<file path="src/design/bfg_pkg.sv">
package bfg_pkg;

    // image and window limits
    localparam int MAX_WIDTH        = 1024;
    localparam int MAX_HEIGHT       = 1024;
    localparam int MAX_RADIUS       = 3;
    localparam int WEIGHT_FRAC_BITS = 16;

    // field widths
    localparam int PIX_W = 8;
    localparam int COL_W = 10;
    localparam int ROW_W = 10;
    localparam int CFG_W = 11;
    localparam int RAD_W = 2;
    localparam int IDX_W = 8;
    localparam int WT_W  = 17;
    localparam int CFG_IDX_W = 2;

    // line store geometry: a power-of-two ring of rows
    // on narrow images the input runs up to 2R rows ahead of the output row
    localparam int LINE_ROWS = 2 ** $clog2(3 * MAX_RADIUS + 1);
    localparam int LROW_W    = $clog2(LINE_ROWS);
    localparam int LADDR_W   = LROW_W + COL_W;
    localparam int POS_W     = $clog2(MAX_WIDTH * MAX_HEIGHT + 1);

    // window geometry
    localparam int WIN_SIDE  = 2 * MAX_RADIUS + 1;
    localparam int OFF_W     = $clog2(WIN_SIDE);
    localparam int SP_DEPTH  = MAX_RADIUS * MAX_RADIUS + 1;
    localparam int SP_IDX_W  = $clog2(SP_DEPTH);
    localparam int D2_W      = $clog2(2 * MAX_RADIUS * MAX_RADIUS + 1);
    localparam int RANGE_DEPTH = 256;

    // accumulator and divider widths
    localparam int WP_W   = WT_W + PIX_W;
    localparam int WSUM_W = WT_W + $clog2(WIN_SIDE * WIN_SIDE);
    localparam int PSUM_W = WSUM_W + PIX_W;
    localparam int NUM_W  = PSUM_W + 1;
    localparam int QUO_W  = PIX_W + 1;
    localparam int DCNT_W = $clog2(QUO_W + 1);

    localparam logic [WT_W-1:0] WEIGHT_ONE = WT_W'(1 << WEIGHT_FRAC_BITS);

    // configuration register indexes
    localparam logic [CFG_IDX_W-1:0] REG_IMAGE_WIDTH  = 2'd0;
    localparam logic [CFG_IDX_W-1:0] REG_IMAGE_HEIGHT = 2'd1;
    localparam logic [CFG_IDX_W-1:0] REG_RADIUS       = 2'd2;

    typedef enum logic [1:0] {
        OP_PIXEL   = 2'd0,
        OP_DRAIN   = 2'd1,
        OP_RANGE   = 2'd2,
        OP_SPATIAL = 2'd3
    } op_t;

    typedef enum logic [2:0] {
        ST_IDLE,
        ST_CTR,
        ST_WIN,
        ST_FLUSH,
        ST_DIV,
        ST_OUT
    } state_t;

    typedef struct packed {
        op_t              op;
        logic [PIX_W-1:0] pixel;
        logic [IDX_W-1:0] table_index;
        logic [WT_W-1:0]  weight;
    } in_item_t;

    typedef struct packed {
        logic [PIX_W-1:0] out_pixel;
        logic [ROW_W-1:0] out_row;
        logic [COL_W-1:0] out_col;
        logic             out_last;
    } out_item_t;

    typedef struct packed {
        logic              start;
        logic [NUM_W-1:0]  numer;
        logic [WSUM_W-1:0] denom;
    } div_req_t;

    typedef struct packed {
        logic             done;
        logic [QUO_W-1:0] quotient;
    } div_rsp_t;

    // saturate a written weight to 1.0
    function automatic logic [WT_W-1:0] sat_weight(input logic [WT_W-1:0] v);
        logic [WT_W-1:0] r;
        r = (v > WEIGHT_ONE) ? WEIGHT_ONE : v;
        return r;
    endfunction

endpackage

</file>
<file path="src/design/bfg_div.sv">
module bfg_div (
    input  logic               aclk,
    input  logic               aresetn,
    input  bfg_pkg::div_req_t  req,
    output bfg_pkg::div_rsp_t  rsp
);

    logic [bfg_pkg::WSUM_W-1:0]  rem_reg;
    logic [bfg_pkg::WSUM_W-1:0]  den_reg;
    logic [bfg_pkg::QUO_W-1:0]   low_reg;
    logic [bfg_pkg::QUO_W-1:0]   quo_reg;
    logic [bfg_pkg::DCNT_W-1:0]  cnt_reg;
    logic                        done_reg;
    logic [bfg_pkg::WSUM_W:0]    trial;
    logic                        fits;

    // one quotient bit per cycle, restoring
    assign trial = {rem_reg, low_reg[bfg_pkg::QUO_W-1]};
    assign fits  = trial >= {1'b0, den_reg};

    always_ff @(posedge aclk) begin
        if (!aresetn) begin
            cnt_reg  <= '0;
            done_reg <= 1'b0;
        end else begin
            done_reg <= 1'b0;
            if (req.start) begin
                cnt_reg <= bfg_pkg::DCNT_W'(bfg_pkg::QUO_W);
            end else if (cnt_reg != '0) begin
                cnt_reg <= cnt_reg - 1'b1;
                if (cnt_reg == bfg_pkg::DCNT_W'(1)) begin
                    done_reg <= 1'b1;
                end
            end
        end
    end

    always_ff @(posedge aclk) begin
        if (req.start) begin
            rem_reg <= req.numer[bfg_pkg::NUM_W-1:bfg_pkg::QUO_W];
            low_reg <= req.numer[bfg_pkg::QUO_W-1:0];
            den_reg <= req.denom;
            quo_reg <= '0;
        end else if (cnt_reg != '0) begin
            rem_reg <= fits ? bfg_pkg::WSUM_W'(trial - {1'b0, den_reg})
                            : trial[bfg_pkg::WSUM_W-1:0];
            low_reg <= {low_reg[bfg_pkg::QUO_W-2:0], 1'b0};
            quo_reg <= {quo_reg[bfg_pkg::QUO_W-2:0], fits};
        end
    end

    assign rsp.done     = done_reg;
    assign rsp.quotient = quo_reg;

endmodule

</file>
<file path="config.mk">
export PLATFORM = sky130hd
export DESIGN_NAME = bfg_div
export DESIGN_NICKNAME = d
export VERILOG_FILES = /design/src/design/bfg_pkg.sv /design/src/design/bfg_div.sv
export SDC_FILE = /design/constraint.sdc
export NUM_CORES = 1
export LEC_CHECK = 0
export ABC_AREA = 1
export BUFFER_PORTS_ARGS = -buffer_cell sky130_fd_sc_hd__buf_2
export CAP_MARGIN = 10
export CORE_MARGIN = 2
export CORE_UTILIZATION = 51
export DETAILED_ROUTE_END_ITERATION = 8
export HOLD_SLACK_MARGIN = 0.15
export PLACE_DENSITY = 0.75
export SETUP_SLACK_MARGIN = 0.2
export SLEW_MARGIN = 10
export SYNTH_ARGS = -nofsm -noshare
export SYNTH_HDL_FRONTEND = slang
export SYNTH_SLANG_ARGS = --single-unit
</file>
<file path="constraint.sdc">
create_clock -name aclk -period 5.3 [get_ports aclk]
set_clock_uncertainty 0.05 [all_clocks]
set_input_delay 0.53 -clock aclk [delete_from_list [all_inputs] [get_ports aclk]]
set_output_delay 0.53 -clock aclk [all_outputs]
set_load 0.01 [all_outputs]
</file>
Word-level counts from Yosys, hierarchy flattened --
Index checks and enable logic that the tools add are counted.
Cells by class: add/subtract/negate cells 2, muxes and demuxes 8, bitwise logic cells 2, $lt $le $gt $ge 1, equal/unequal tests 1, reductions and logical operators 4
Operators with widths (count):
- $mux 23 | 3
- $ge 24x23->1 | 1
- $sub 23x23->23 | 1
- $mux 9 | 2
- $mux 4 | 2
- $eq 4x1->1 const B | 1
- $reduce_bool 4->1 | 1
- $sub 4x1->4 const B | 1
- $reduce_or 3->1 | 1
- $not 1->1 | 2
- $reduce_bool 2->1 | 1
- $reduce_or 2->1 | 1
- $mux 1 | 1
Storage, ports and cells: input port bits 58, register bits 69

Depth between registers and ports, before layout --
word-level depth 4, gate-level depth with buffers 15, gate-level depth less buffers 15

Least setup slack after synthesis --
Ideal clock, no wire load.
path type flip-flop to flip-flop, start point register cnt_reg[0] in the netlist's numbering, end point register low_reg[0] in the netlist's numbering, enable pin, buffers on the path 0, setup time 0.539 ns, clock period less this slack 2.328 ns, cell stages (with the launch flop) 8, data arrival time 1.739 ns, path slack 2.972 ns, data required time 4.711 ns, cell sequence dfxtp_1 inv_1 ha_1 nand2_1 nor2_1 inv_1 nor2_1 clkinv_1
On the way: longest elaborated chain between the ends 2
Ends and longest elaborated chain:
- start, declared | line bfg_div.sv:12 | logic [bfg_pkg::DCNT_W-1:0] cnt_reg;
- start signal, assigned | line bfg_div.sv:28 | cnt_reg <= bfg_pkg::DCNT_W'(bfg_pkg::QUO_W);
- start signal, assigned | line bfg_div.sv:30 | cnt_reg <= cnt_reg - 1'b1;
- $reduce_bool 4->1 | line bfg_div.sv:44 | end else if (cnt_reg != '0) begin
- $reduce_bool 2->1 (no source line)
- end signal, assigned | line bfg_div.sv:41 | low_reg <= req.numer[bfg_pkg::QUO_W-1:0];
- end signal, assigned | line bfg_div.sv:47 | low_reg <= {low_reg[bfg_pkg::QUO_W-2:0], 1'b0};
- end, declared | line bfg_div.sv:10 | logic [bfg_pkg::QUO_W-1:0] low_reg;
No other way between the ends. A chain may end at the register's enable or synchronous reset.

Final worst setup path --
start point register rem_reg[18] in the netlist's numbering, end point register rem_reg[16] in the netlist's numbering (data pin)
On the way: longest elaborated chain between the ends 4
Ends and longest elaborated chain:
- start, declared | line bfg_div.sv:8 | logic [bfg_pkg::WSUM_W-1:0] rem_reg;
- start signal, assigned | line bfg_div.sv:40 | rem_reg <= req.numer[bfg_pkg::NUM_W-1:bfg_pkg::QUO_W];
- start signal, assigned | line bfg_div.sv:45 | rem_reg <= fits ? bfg_pkg::WSUM_W'(trial - {1'b0, den_reg})
- $ge 24x23->1 | line bfg_div.sv:19 | assign fits = trial >= {1'b0, den_reg};
- $mux 23 | line bfg_div.sv:45
- $mux 23 | line bfg_div.sv:44
- $mux 23 | line bfg_div.sv:39 | if (req.start) begin
No other way between the ends. The select of a mux whose other input is x is not followed.

==> out/qor.json <==
{
  "synthesis": {
    "post_synth_xor_area_fraction_pct": 1.87,
    "synth_top_family_by_area": "simple AND/OR/NAND/NOR gates",
    "netlist-cell-type-count": 34,
    "synthDominantAreaCellType": "edfxtp_1",
    "yosys_register_bits": 69,
    "synth_cells": 634,
    "synthArstFlopShare_pct": 0,
    "synth-compound-area-share_pct": 5.45,
    "synth_flop_cell": "edfxtp_1",
    "synthMostInstantiatedCell": "nand2_1",
    "postSynthNetCount": 718,
    "post_synthesis_cell_area_um2": 4680,
    "synth_mux_area_share_pct": 0,
    "netlist_top_cells_count": "nand2_1, inv_1, edfxtp_1",
    "yosys.area_share.simple_pct": 33.6,
    "synth_top_area_share_pct": 35.3,
    "yosysWarningCount": 0,
    "post_synth_edffs": 55,
    "netlist_top_cells_area": "edfxtp_1, nand2_1, inv_1",
    "synth_seq_area_share_pct": 41.3,
    "adder_cell_fraction_of_synth_area_pct": 7.11,
    "synthesis.area_per_instance_um2": 7.38
  },
  "timing": {
    "fin_setup_tns_ns": 0,
    "finalHoldWorstSlack_ns": 0.288,
    "final-max-slew-violation-count": 0,
    "worst_slew_pin_slew_ns": 0.748,
    "hold_violations": 0,
    "maxClockFrequency_ghz": 0.351,
    "setup_viol": 0,
    "timing.final.crit_share_pct": 53.7,
    "rsz_0062_raised_after_global_routing": "no",
    "slack_of_the_critical_path_ns": 2.45,
    "post-route-min-period_ns": 2.85,
    "slew-limit-headroom_pct": 50.1
  },
  "worst_setup_path": {
    "cell_family_contributing_the_most_delay_on_the_critical_path": "simple AND/OR/NAND/NOR gates",
    "critical-path-top-cell-by-count": "nand2_1",
    "timing.setup.critical_path_class": "reg2reg",
    "cp_slowest_cell": "nand4_4",
    "required_time_of_the_critical_path_ns": 5.45,
    "timing.critical_path.from_type": "register",
    "slowest_delay_ns": 0.61,
    "rr_worst_depth": 8,
    "crit_path_end_kind": "register",
    "critical_path_at_ns": 2.99,
    "worstPathMaxFanout": 45,
    "reg2reg_from": "rem_reg[18]$_DFFE_PP_",
    "rrSetupSlack_ns": 2.45,
    "critical_path_buf_inv_count": 0,
    "crit_path_cell_trace": "ha_1, a21oi_1, nand2_1, a21oi_1, nand4_4, nand2_1, nand2_1, o21ai_1",
    "rr_endpoint": "rem_reg[16]$_DFFE_PP_"
  },
  "power": {
    "power_leakage_nw": 2.75,
    "total_power_mw": 2.55,
    "power.density_cell_area_nw_per_um2": 484,
    "worst_ir_drop_vdd_mv": 0.227
  },
  "placement": {
    "detailedPlace.worstSlack_ns": 2.49,
    "dp_hpwl_mm": 8.38,
    "gp_congestion": 0.958,
    "io_buffer_count": 67
  },
  "die": {
    "die-area_um2": 9960,
    "core.rowCount": 34,
    "floorplan.initialDensity_pct": 53.1,
    "core_area_um2": 8810,
    "boundaryPins": 68,
    "die_x_um": 99.8,
    "die_h_um": 99.8
  },
  "clock_network": {
    "hold_fix_buffers_cts": 0,
    "tritoncts_clock_tree": "done",
    "clock_tree.htree_level_count": 3,
    "clk_root_buffer_cell": "clkbuf_8",
    "numClockSinks": 69,
    "cts_made_buffers": 9,
    "worst_case_clock_buffer_depth": 2,
    "postCtsSetupBuffers": 0,
    "worstSkewPairLatency_ns": 0.36,
    "cts.clk_slew.worst_paths_ns": 0.09,
    "cts_repair_resized_insts": 0
  },
  "min_path": {
    "hp-start": "req[5]",
    "hold_path.class": "in2reg",
    "hold-path-endpoint": "den_reg[5]$_DFFE_PP_",
    "min_delay_path_depth": 1
  },
  "layout": {
    "area_taken_by_multi_input_logic_gates_um2": 2250,
    "antenna-diode-count": 0,
    "fin_nets": 787,
    "final-seq-area_um2": 1930,
    "n_fill_cell": 895,
    "layout_area_growth_over_synthesis_pct": 12.7,
    "layout-drive-gt1-share_pct": 16.7
  },
  "global_route": {
    "global_route_wire_length_before_repair_mm": 17.8,
    "grt_start_max_net_pins": 46,
    "via_count_of_the_first_global_routing_pass": 3996,
    "antenna_found_initial": 0,
    "gr-total-overflow": 0,
    "grtUsageTotal_pct": 22.8
  },
  "drt": {
    "final_antenna_net_count": 0,
    "drt_iter0_drc": 247,
    "num_vias": 4093,
    "dr_wl_cell_um": 13.1,
    "finalWirelength_mm": 10.7,
    "route.detailed.vias_per_inst": 5.02,
    "drt_drc_violations_left": 0,
    "drtPass1Iterations": 5
  },
  "job": {
    "maxCapViolations": 0
  },
  "outcome": {
    "status": "completed"
  }
}
stage by stage:
step / instance area, µm² / cells / util [%]
3_3_place_gp: 5070 / 800 / 57.6
3_5_place_dp: 5070 / 800 / 57.6
6_report: 5270 / 816 / 59.9
4_1_cts: 5270 / 816 / 59.9
5_1_grt: 5270 / 816 / 59.9
2_1_floorplan: 4680 / 634 / -
per-layer routing:
layer / GRT usage [%] / part of all wire [%] / vias to the layer above
met5: 0 / 0 / -
met4: 6.95 / 1.3 / 0
met3: 4.46 / 5.7 / 17
met2: 37.3 / 46 / 127
met1: 30.7 / 47 / 1826
li1: - / - / 2123
worst max-delay path by stage:
stage	startpoint	end	slack (ns)	cells after the start
4_1_cts	rem_reg[18]$_DFFE_PP_	rem_reg[16]$_DFFE_PP_	2.47	8
6_report	rem_reg[18]$_DFFE_PP_	rem_reg[16]$_DFFE_PP_	2.45	8
2_1_floorplan	cnt_reg[0]$_SDFFE_PN0P_	low_reg[0]$_SDFFCE_PN0P_	2.97	7
5_1_grt	rem_reg[6]$_DFFE_PP_	rem_reg[16]$_DFFE_PP_	2.24	12
3_5_place_dp	rem_reg[18]$_DFFE_PP_	rem_reg[16]$_DFFE_PP_	2.49	8
3_3_place_gp	den_reg[0]$_DFFE_PP_	rem_reg[16]$_DFFE_PP_	2.60	12
power by group:
group          switching (mW)  total, mW  internal [mW]
Clock                   0.222      0.437          0.215
Sequential             0.0674      0.798          0.731
Combinational           0.851       1.32          0.464
worst reg2reg max path, delay by kind of cell (launching register included):
family | cells | cell delay [ns]
fa+ha+maj | 1 | 0.40
compound gates | 3 | 0.69
simple gates | 4 | 1.12
flops | 1 | 0.43
area by class of cell:
cell class	instances	area share [%]
Clock buffer	11	3.08
Clock inverter	5	0.759
Inverter	106	7.55
Multi-Input combinational cell	447	42.6
Sequential cell	69	36.6
Tap cell	108	2.56
Timing Repair Buffer	70	6.79
cells by family after synthesis:
group | after synthesis
simple gates | 368
buf+inv | 118
compound gates | 43
fa+ha+maj | 26
xor+xnor | 10
flops | 69
cell usage in the layout (no fill, tap or decap), drive strengths merged:
cell and count:
nor4 2, xor2 4, clkinv 4, nand3b 8, dfxtp 14, o21ai 15, a211oi 1, nand3 27
o21bai 3, buf 70, nor2 66, a22o 1, and2 2, nand2 252, or2 1, a21oi 17
edfxtp 55, inv 107, ha 25, fa 1, clkbuf 11, nor3 3, nand4 7, o22ai 6
xnor2 6
No activity file was read; power rests on OpenSTA's default activity.
